===== src/hw/rtl/hmq_pkg.sv =====
// shared types and constants of the binary min-heap queue
package hmq_pkg;

  // heap geometry and field widths
  localparam int unsigned HEAP_DEPTH = 64;
  localparam int unsigned ADDR_W     = $clog2(HEAP_DEPTH);
  localparam int unsigned CNT_W      = $clog2(HEAP_DEPTH + 1);
  localparam int unsigned CHILD_W    = ADDR_W + 2;
  localparam int unsigned KEY_W      = 32;
  localparam int unsigned OP_W       = 2;
  localparam int unsigned STATUS_W   = 2;

  // operation codes
  typedef enum logic [OP_W-1:0] {
    OP_INSERT  = 2'd0,
    OP_EXTRACT = 2'd1,
    OP_CHANGE  = 2'd2,
    OP_DELETE  = 2'd3
  } hmq_op_e;

  // result status codes
  typedef enum logic [STATUS_W-1:0] {
    ST_OK     = 2'd0,
    ST_FULL   = 2'd1,
    ST_EMPTY  = 2'd2,
    ST_BADIDX = 2'd3
  } hmq_status_e;

  // sequencer states
  typedef enum logic [3:0] {
    S_IDLE,
    S_EXT_RD,
    S_EXT_USE,
    S_CHG_RD,
    S_CHG_USE,
    S_DEL_RD1,
    S_DEL_RD2,
    S_DEL_USE,
    S_UP_CHK,
    S_UP_CMP,
    S_DN_CHK,
    S_DN_L,
    S_DN_R,
    S_DN_CMP,
    S_DONE
  } hmq_state_e;

  // one access to the key store: one write and one read per cycle
  typedef struct packed {
    logic                     we;
    logic [ADDR_W-1:0]        wr_addr;
    logic signed [KEY_W-1:0]  wr_data;
    logic [ADDR_W-1:0]        rd_addr;
  } hmq_mem_req_t;

endpackage


===== src/hw/rtl/hmq_store.sv =====
// key store of the heap with a mirrored root register
module hmq_store (
  input  logic                              clk_i,
  input  hmq_pkg::hmq_mem_req_t             req_i,
  output logic signed [hmq_pkg::KEY_W-1:0]  rd_data_o,
  output logic signed [hmq_pkg::KEY_W-1:0]  root_o
);

  logic signed [hmq_pkg::KEY_W-1:0] mem_q [hmq_pkg::HEAP_DEPTH];
  logic signed [hmq_pkg::KEY_W-1:0] rd_data_q;
  logic signed [hmq_pkg::KEY_W-1:0] root_q;

  // write port
  always_ff @(posedge clk_i) begin
    if (req_i.we) begin
      mem_q[req_i.wr_addr] <= req_i.wr_data;
    end
  end

  // registered read port
  always_ff @(posedge clk_i) begin
    rd_data_q <= mem_q[req_i.rd_addr];
  end

  // copy of slot zero so the minimum needs no read
  always_ff @(posedge clk_i) begin
    if (req_i.we && (req_i.wr_addr == '0)) begin
      root_q <= req_i.wr_data;
    end
  end

  assign rd_data_o = rd_data_q;
  assign root_o    = root_q;

endmodule


===== src/hw/rtl/binary_min_heap_queue.sv =====
// binary min-heap priority queue: sequencer, shared comparator and key store
//
//   channel | signals                                         | direction
//   --------+-------------------------------------------------+----------
//   in      | in_valid_i, in_ready_o, opcode_i, key_value_i,   | to block
//           | entry_index_i                                   |
//   out     | out_valid_o, out_ready_i, status_o,              | from block
//           | extracted_key_o, min_key_o, entry_count_o       |
//
// insert: each parent is read, then compared; the key is written where it stops or at the root
// extract: reads the last key, then per slot with children reads each child and compares
// change reads the old key, delete the old key and then the last key; then a walk up or down
// then the done state presents the result, held until out_ready_i; ready only while idle
// refused items, an extract of the last key and a delete of the last slot skip the walk
// reset clears the count and the sequencer; store contents need no clearing
module binary_min_heap_queue (
  input  logic                                 clk_i,
  input  logic                                 rst_ni,
  input  logic                                 in_valid_i,
  output logic                                 in_ready_o,
  input  logic [hmq_pkg::OP_W-1:0]             opcode_i,
  input  logic signed [hmq_pkg::KEY_W-1:0]     key_value_i,
  input  logic [hmq_pkg::ADDR_W-1:0]           entry_index_i,
  output logic                                 out_valid_o,
  input  logic                                 out_ready_i,
  output logic [hmq_pkg::STATUS_W-1:0]         status_o,
  output logic signed [hmq_pkg::KEY_W-1:0]     extracted_key_o,
  output logic signed [hmq_pkg::KEY_W-1:0]     min_key_o,
  output logic [hmq_pkg::CNT_W-1:0]            entry_count_o
);

  hmq_pkg::hmq_state_e                state_q, state_d;
  logic [hmq_pkg::CNT_W-1:0]          count_q, count_d;
  logic [hmq_pkg::ADDR_W-1:0]         pos_q, pos_d;
  logic [hmq_pkg::ADDR_W-1:0]         idx_q, idx_d;
  logic [hmq_pkg::ADDR_W-1:0]         child_pos_q, child_pos_d;
  logic signed [hmq_pkg::KEY_W-1:0]   key_q, key_d;
  logic signed [hmq_pkg::KEY_W-1:0]   child_q, child_d;
  logic signed [hmq_pkg::KEY_W-1:0]   old_q, old_d;
  logic signed [hmq_pkg::KEY_W-1:0]   extracted_q, extracted_d;
  hmq_pkg::hmq_status_e               status_q, status_d;

  hmq_pkg::hmq_mem_req_t              mem_req;
  logic signed [hmq_pkg::KEY_W-1:0]   rd_data;
  logic signed [hmq_pkg::KEY_W-1:0]   root_key;

  logic signed [hmq_pkg::KEY_W-1:0]   cmp_a, cmp_b;
  logic                               cmp_lt;

  logic                               accept;
  hmq_pkg::hmq_op_e                   op_in;
  logic                               idx_ok;
  logic                               del_last;
  logic                               is_full;
  logic                               is_empty;
  logic [hmq_pkg::ADDR_W-1:0]         parent_pos;
  logic [hmq_pkg::CHILD_W-1:0]        left_pos, right_pos, count_ext;
  logic                               has_left, has_right;

  // key store
  hmq_store u_store (
    .clk_i     (clk_i),
    .req_i     (mem_req),
    .rd_data_o (rd_data),
    .root_o    (root_key)
  );

  // item decode and heap index arithmetic
  assign accept     = in_valid_i && in_ready_o;
  assign op_in      = hmq_pkg::hmq_op_e'(opcode_i);
  assign idx_ok     = {1'b0, entry_index_i} < count_q;
  assign del_last   = {1'b0, entry_index_i} == (count_q - hmq_pkg::CNT_W'(1));
  assign is_full    = count_q == hmq_pkg::CNT_W'(hmq_pkg::HEAP_DEPTH);
  assign is_empty   = count_q == '0;
  assign parent_pos = (pos_q - hmq_pkg::ADDR_W'(1)) >> 1;
  assign left_pos   = {1'b0, pos_q, 1'b1};
  assign right_pos  = left_pos + hmq_pkg::CHILD_W'(1);
  assign count_ext  = {1'b0, count_q};
  assign has_left   = left_pos < count_ext;
  assign has_right  = right_pos < count_ext;

  // shared signed comparator, operands chosen by state
  always_comb begin
    cmp_a = key_q;
    cmp_b = rd_data;
    unique case (state_q)
      hmq_pkg::S_DN_R: begin
        cmp_a = rd_data;
        cmp_b = child_q;
      end
      hmq_pkg::S_DN_CMP: begin
        cmp_a = child_q;
        cmp_b = key_q;
      end
      hmq_pkg::S_CHG_USE: begin
        cmp_a = rd_data;
        cmp_b = key_q;
      end
      hmq_pkg::S_DEL_USE: begin
        cmp_a = old_q;
        cmp_b = rd_data;
      end
      default: begin
        cmp_a = key_q;
        cmp_b = rd_data;
      end
    endcase
  end
  assign cmp_lt = cmp_a < cmp_b;

  // next state
  always_comb begin
    state_d = state_q;
    unique case (state_q)
      hmq_pkg::S_IDLE: begin
        if (accept) begin
          unique case (op_in)
            hmq_pkg::OP_INSERT:  state_d = is_full ? hmq_pkg::S_DONE : hmq_pkg::S_UP_CHK;
            hmq_pkg::OP_EXTRACT: begin
              if (is_empty || (count_q == hmq_pkg::CNT_W'(1))) begin
                state_d = hmq_pkg::S_DONE;
              end else begin
                state_d = hmq_pkg::S_EXT_RD;
              end
            end
            hmq_pkg::OP_CHANGE:  state_d = idx_ok ? hmq_pkg::S_CHG_RD : hmq_pkg::S_DONE;
            hmq_pkg::OP_DELETE: begin
              if (!idx_ok || del_last) begin
                state_d = hmq_pkg::S_DONE;
              end else begin
                state_d = hmq_pkg::S_DEL_RD1;
              end
            end
            default: state_d = hmq_pkg::S_DONE;
          endcase
        end
      end
      hmq_pkg::S_EXT_RD:  state_d = hmq_pkg::S_EXT_USE;
      hmq_pkg::S_EXT_USE: state_d = hmq_pkg::S_DN_CHK;
      hmq_pkg::S_CHG_RD:  state_d = hmq_pkg::S_CHG_USE;
      hmq_pkg::S_CHG_USE: state_d = cmp_lt ? hmq_pkg::S_DN_CHK : hmq_pkg::S_UP_CHK;
      hmq_pkg::S_DEL_RD1: state_d = hmq_pkg::S_DEL_RD2;
      hmq_pkg::S_DEL_RD2: state_d = hmq_pkg::S_DEL_USE;
      hmq_pkg::S_DEL_USE: state_d = cmp_lt ? hmq_pkg::S_DN_CHK : hmq_pkg::S_UP_CHK;
      hmq_pkg::S_UP_CHK:  state_d = (pos_q == '0) ? hmq_pkg::S_DONE : hmq_pkg::S_UP_CMP;
      hmq_pkg::S_UP_CMP:  state_d = cmp_lt ? hmq_pkg::S_UP_CHK : hmq_pkg::S_DONE;
      hmq_pkg::S_DN_CHK:  state_d = has_left ? hmq_pkg::S_DN_L : hmq_pkg::S_DONE;
      hmq_pkg::S_DN_L:    state_d = has_right ? hmq_pkg::S_DN_R : hmq_pkg::S_DN_CMP;
      hmq_pkg::S_DN_R:    state_d = hmq_pkg::S_DN_CMP;
      hmq_pkg::S_DN_CMP:  state_d = cmp_lt ? hmq_pkg::S_DN_CHK : hmq_pkg::S_DONE;
      hmq_pkg::S_DONE:    state_d = out_ready_i ? hmq_pkg::S_IDLE : hmq_pkg::S_DONE;
      default:            state_d = hmq_pkg::S_IDLE;
    endcase
  end

  // datapath updates and store accesses per state
  always_comb begin
    count_d         = count_q;
    pos_d           = pos_q;
    idx_d           = idx_q;
    child_pos_d     = child_pos_q;
    key_d           = key_q;
    child_d         = child_q;
    old_d           = old_q;
    extracted_d     = extracted_q;
    status_d        = status_q;
    mem_req.we      = 1'b0;
    mem_req.wr_addr = pos_q;
    mem_req.wr_data = key_q;
    mem_req.rd_addr = pos_q;
    unique case (state_q)
      hmq_pkg::S_IDLE: begin
        if (accept) begin
          key_d       = key_value_i;
          idx_d       = entry_index_i;
          pos_d       = entry_index_i;
          status_d    = hmq_pkg::ST_OK;
          extracted_d = '0;
          unique case (op_in)
            hmq_pkg::OP_INSERT: begin
              if (is_full) begin
                status_d = hmq_pkg::ST_FULL;
              end else begin
                pos_d   = count_q[hmq_pkg::ADDR_W-1:0];
                count_d = count_q + hmq_pkg::CNT_W'(1);
              end
            end
            hmq_pkg::OP_EXTRACT: begin
              if (is_empty) begin
                status_d = hmq_pkg::ST_EMPTY;
              end else begin
                extracted_d = root_key;
                pos_d       = '0;
                count_d     = count_q - hmq_pkg::CNT_W'(1);
              end
            end
            hmq_pkg::OP_CHANGE: begin
              if (!idx_ok) begin
                status_d = hmq_pkg::ST_BADIDX;
              end
            end
            hmq_pkg::OP_DELETE: begin
              if (!idx_ok) begin
                status_d = hmq_pkg::ST_BADIDX;
              end else begin
                count_d = count_q - hmq_pkg::CNT_W'(1);
              end
            end
            default: status_d = hmq_pkg::ST_OK;
          endcase
        end
      end
      // fetch the last key for the root
      hmq_pkg::S_EXT_RD: begin
        mem_req.rd_addr = count_q[hmq_pkg::ADDR_W-1:0];
      end
      hmq_pkg::S_EXT_USE: begin
        key_d = rd_data;
      end
      // fetch the old key of the slot
      hmq_pkg::S_CHG_RD: begin
        mem_req.rd_addr = idx_q;
      end
      hmq_pkg::S_CHG_USE: begin
        pos_d = idx_q;
      end
      // fetch old key, then the last key moved into the slot
      hmq_pkg::S_DEL_RD1: begin
        mem_req.rd_addr = idx_q;
      end
      hmq_pkg::S_DEL_RD2: begin
        mem_req.rd_addr = count_q[hmq_pkg::ADDR_W-1:0];
        old_d           = rd_data;
      end
      hmq_pkg::S_DEL_USE: begin
        key_d = rd_data;
        pos_d = idx_q;
      end
      // sift up: the moving key stays in a register, parents slide down
      hmq_pkg::S_UP_CHK: begin
        if (pos_q == '0) begin
          mem_req.we = 1'b1;
        end else begin
          mem_req.rd_addr = parent_pos;
        end
      end
      hmq_pkg::S_UP_CMP: begin
        mem_req.we = 1'b1;
        if (cmp_lt) begin
          mem_req.wr_data = rd_data;
          pos_d           = parent_pos;
        end
      end
      // sift down: smaller child, left on a tie, rises into the hole
      hmq_pkg::S_DN_CHK: begin
        if (has_left) begin
          mem_req.rd_addr = left_pos[hmq_pkg::ADDR_W-1:0];
        end else begin
          mem_req.we = 1'b1;
        end
      end
      hmq_pkg::S_DN_L: begin
        child_d     = rd_data;
        child_pos_d = left_pos[hmq_pkg::ADDR_W-1:0];
        mem_req.rd_addr = right_pos[hmq_pkg::ADDR_W-1:0];
      end
      hmq_pkg::S_DN_R: begin
        if (cmp_lt) begin
          child_d     = rd_data;
          child_pos_d = right_pos[hmq_pkg::ADDR_W-1:0];
        end
      end
      hmq_pkg::S_DN_CMP: begin
        mem_req.we = 1'b1;
        if (cmp_lt) begin
          mem_req.wr_data = child_q;
          pos_d           = child_pos_q;
        end
      end
      hmq_pkg::S_DONE: begin
        mem_req.we = 1'b0;
      end
      default: begin
        mem_req.we = 1'b0;
      end
    endcase
  end

  // control registers
  always_ff @(posedge clk_i or negedge rst_ni) begin
    if (!rst_ni) begin
      state_q <= hmq_pkg::S_IDLE;
      count_q <= '0;
    end else begin
      state_q <= state_d;
      count_q <= count_d;
    end
  end

  // payload registers
  always_ff @(posedge clk_i) begin
    pos_q       <= pos_d;
    idx_q       <= idx_d;
    child_pos_q <= child_pos_d;
    key_q       <= key_d;
    child_q     <= child_d;
    old_q       <= old_d;
    extracted_q <= extracted_d;
    status_q    <= status_d;
  end

  // handshake and result
  assign in_ready_o      = state_q == hmq_pkg::S_IDLE;
  assign out_valid_o     = state_q == hmq_pkg::S_DONE;
  assign status_o        = status_q;
  assign extracted_key_o = extracted_q;
  assign min_key_o       = (count_q == '0) ? '0 : root_key;
  assign entry_count_o   = count_q;

endmodule

===== config.mk =====
export PLATFORM = sky130hd
export DESIGN_NAME = binary_min_heap_queue
export DESIGN_NICKNAME = d
export VERILOG_FILES = /design/src/hw/rtl/hmq_pkg.sv /design/src/hw/rtl/hmq_store.sv /design/src/hw/rtl/binary_min_heap_queue.sv
export SDC_FILE = /design/constraint.sdc
export NUM_CORES = 2
export LEC_CHECK = 0
export BUFFER_PORTS_ARGS = -buffer_cell sky130_fd_sc_hd__buf_2
export CAP_MARGIN = 40
export CELL_PAD_IN_SITES_DETAIL_PLACEMENT = 0
export CELL_PAD_IN_SITES_GLOBAL_PLACEMENT = 1
export CORE_UTILIZATION = 53
export CTS_CLUSTER_SIZE = 10
export DETAILED_ROUTE_END_ITERATION = 10
export GPL_TIMING_DRIVEN = 0
export HOLD_SLACK_MARGIN = 0.15
export PLACE_DENSITY_LB_ADDON = 0.1
export SLEW_MARGIN = 20
export SYNTH_ARGS = -nofsm -noshare
export SYNTH_HDL_FRONTEND = slang
export SYNTH_SLANG_ARGS = --single-unit

===== constraint.sdc =====
create_clock -name clk_i -period 8.2 [get_ports clk_i]
set_input_delay 1.64 -clock clk_i [delete_from_list [all_inputs] [get_ports clk_i]]
set_output_delay 1.64 -clock clk_i [all_outputs]
set_load 0.005 [all_outputs]

==> results.py <==
metrics = {
    "yosys": {
        "synthFlopType": "edfxtp_1",
        "syn_area_um2": 91280,
        "synth-warning-count": 0,
        "ys_seq_area_share_pct": 74.30,
        "postSynthAreaPerCell_um2": 14.55,
        "synth_fp_nets": 6370,
        "synth_edf_count": 2228,
        "ys_seq_elements": 2271,
        "netlist_instances": 6272,
        "synthDistinctLibCells": 87,
        "async_flop_share_pct": 0.4844,
    },
    "hold_path": {
        "min_path_type": "reg -> reg",
        "worstHoldStart": "u_store.root_o[26]",
        "min_path_cells": 1,
    },
    "timing": {
        "hold_ws_ns": 0.5293,
        "fin_crit_sh_pct": 92.38,
        "setup-violations-final": 0,
        "hold_viol": 0,
        "tightest_slew_ns": 1.138,
        "drv_slew": 0,
        "period_needed_ns": 7.575,
        "rsz0062_at_grt": "false",
        "skew_ns": 0.07274,
        "fmax_mhz": 132.0,
        "tns_ns": 0,
        "relSlewSlack_pct": 24.16,
    },
    "clock_network": {
        "htreeDepth": 5,
        "cts_resized": 0,
        "clk_path_buf_depth": 4,
        "holdBufCountCts": 0,
        "cts-root-buf": "clkbuf_16",
        "clk_pin_slew_worst_paths_ns": 0.06,
        "cts.sinks": 2271,
        "cts_tree": "done",
        "post_cts_buffers": 0,
        "worst_skew_pair.late_latency_ns": 0.94,
        "cts_made_buffers": 280,
    },
    "layout": {
        "layout-drive-gt1-share_pct": 15.40,
        "seqCellArea_um2": 67820,
        "final_common_cell": "edfxtp_1",
        "syn_to_final_growth_pct": 16.41,
        "nNetsFinal": 6971,
        "multi_input_area_um2": 21970,
        "final_cell_mix": "edfxtp_1, nand2_1, nand3_1",
        "fin_util_pct": 62.42,
        "layout.cells.non_filler": 9216,
        "n_fill_cell": 12700,
    },
    "placed_design": {
        "dp.cells": 8875,
        "hpwl_um": 230600,
        "place.gp.congestion": 0.9998,
        "io_buffers": 118,
    },
    "worst_setup_path": {
        "reg2reg_depth": 23,
        "required_ns": 8.90,
        "cp-start-kind": "register",
        "crit_type": "reg -> reg",
        "critical_path_arrival_ns": 8.28,
        "cp-end-kind": "register",
        "setup.worst_path.start": "state_q[2]",
        "reg2reg_from": "state_q[2]",
        "critPathMaxFanout": 39,
    },
    "global_route": {
        "met3_usage_pct": 9.260,
        "grt_first_pass_wirelength_um": 443400,
        "grt_pass1_vias": 56800,
        "grtUsageTotal_pct": 36.88,
        "met2_usage_pct": 53.13,
        "grt_max_degree": 66,
        "grt_overflow": 0,
        "antenna_found_initial": 32,
        "grt_most_used_layer": "met1",
        "use_met1_pct": 53.16,
    },
    "drt": {
        "drtPass1Iterations": 6,
        "wl_per_cell_um": 35.11,
        "viasPerCell": 6.659,
        "ant_nets": 0,
        "drc": 0,
        "vias": 61370,
        "wl_um": 323600,
        "drtIter0Drc": 9767,
    },
    "floorplan": {
        "initial_core_util_pct": 53.62,
        "dieHeight_um": 417.0,
        "num_rows": 151,
        "dieArea_um2": 173900,
        "core-area_um2": 170200,
        "ios": 119,
        "die_w_um": 417.0,
    },
    "run_status": {
        "status": "complete, no violations",
    },
    "run": {
        "max-cap-violations": 0,
    },
}
==> layout make-up <==
type                    instances  area share, %
clock buffers                 316          6.861
multi-input cells            3545          20.68
repair buffers                319          3.649
diodes                          5        0.01177
well taps                    2295          2.702
plain buffers                 434          2.125
inverters                      22        0.07771
clock inverters                 9        0.06829
flip-flops and latches       2271          63.82
==> worst paths after layout <==
kind | to | slack (ns)
worst max-delay path | u_store.mem_q[61][15] | 0.62
worst min-delay path | extracted_key_o[26] | 0.53
worst min register to register | extracted_key_o[26] | 0.53
min in group asynchronous | entry_count_o[0] | 0.61
worst max register to register | u_store.mem_q[61][15] | 0.62
max in group asynchronous | state_q[0] | 7.33
==> cell usage after synthesis, types with 85 or more instances <==
cell type | number | share of area [%]
a21oi_1 | 207 | 1.1
a221o_1 | 85 | 0.93
a221oi_1 | 174 | 1.7
a22oi_1 | 90 | 0.74
a31oi_1 | 129 | 0.88
buf_2 | 177 | 0.97
clkbuf_1 | 150 | 0.62
edfxtp_1 | 2228 | 73
mux2i_1 | 186 | 2.0
nand2_1 | 1050 | 4.3
nand3_1 | 584 | 3.2
nor2_1 | 145 | 0.60
o21ai_0 | 134 | 0.73
==> stage by stage <==
| step | worst slack, ns | instance area, um2 |
|---|---|---|
| final | 0.6248 | 106300 |
| after global routing | 0.3094 | 106300 |
| after CTS | 0.7830 | 106200 |
| after detailed placement | 0.7977 | 98790 |
| after global placement | -2.550 | 94740 |
| after floorplan | 1.289 | 91280 |
==> routing by layer <==
metal | vias up | wire [um]
li1 | 25520 | -
met2 | 4171 | 139900
met5 | - | 116
met1 | 31020 | 127100
met4 | 18 | 15940
met3 | 646 | 40510
==> registers in the layout (all words and copies together), names as in the netlist, 7 cells and up <==
register	cells
old_q	32
child_q	32
key_q	32
u_store.mem_q	2048
entry_count_o	7
extracted_key_o	32
u_store.rd_data_o	32
u_store.root_o	32
==> kinds of logic (layout without fill, tap and decap cells) <==
| kind of cell | count (synthesis) | count (layout) | synth area share, % |
|---|---|---|---|
| multiplexers | 229 | 229 | 2.693 |
| AND/OR/NAND/NOR | 2053 | 2053 | 10.06 |
| XOR/XNOR | 24 | 24 | 0.2303 |
| adder cells (fa/ha/maj) | 54 | 54 | 0.7402 |
| other | 0 | 5 | 0 |
| buffers and inverters | 456 | 1100 | 2.562 |
| flip-flops | 2271 | 2271 | 74.30 |
| AO/OA/AOI/OAI | 1185 | 1185 | 9.414 |
==> worst max-delay path: stages, from the launching register on <==
cell      delay, ns
dfrtp_1        0.45
buf_4          0.24
buf_4          0.20
nand2_1        0.24
nor2_1         0.41
clkbuf_1       0.53
buf_1          0.58
a22oi_1        0.13
nand2_1        0.10
o21ai_0        0.08
a21oi_1        0.16
ha_1           0.26
a21o_1         0.19
a21o_1         0.18
a21o_1         0.17
a21o_1         0.16
a21o_1         0.17
a211oi_1       0.39
a31oi_1        0.32
nor3_1         0.66
clkbuf_1       0.60
a22oi_1        0.25
nand2_4        0.48
buf_12         0.29
Power is left out: the tool's default activity adds up to more than one toggle a clock period on the data nets, which glitch-free logic cannot reach.
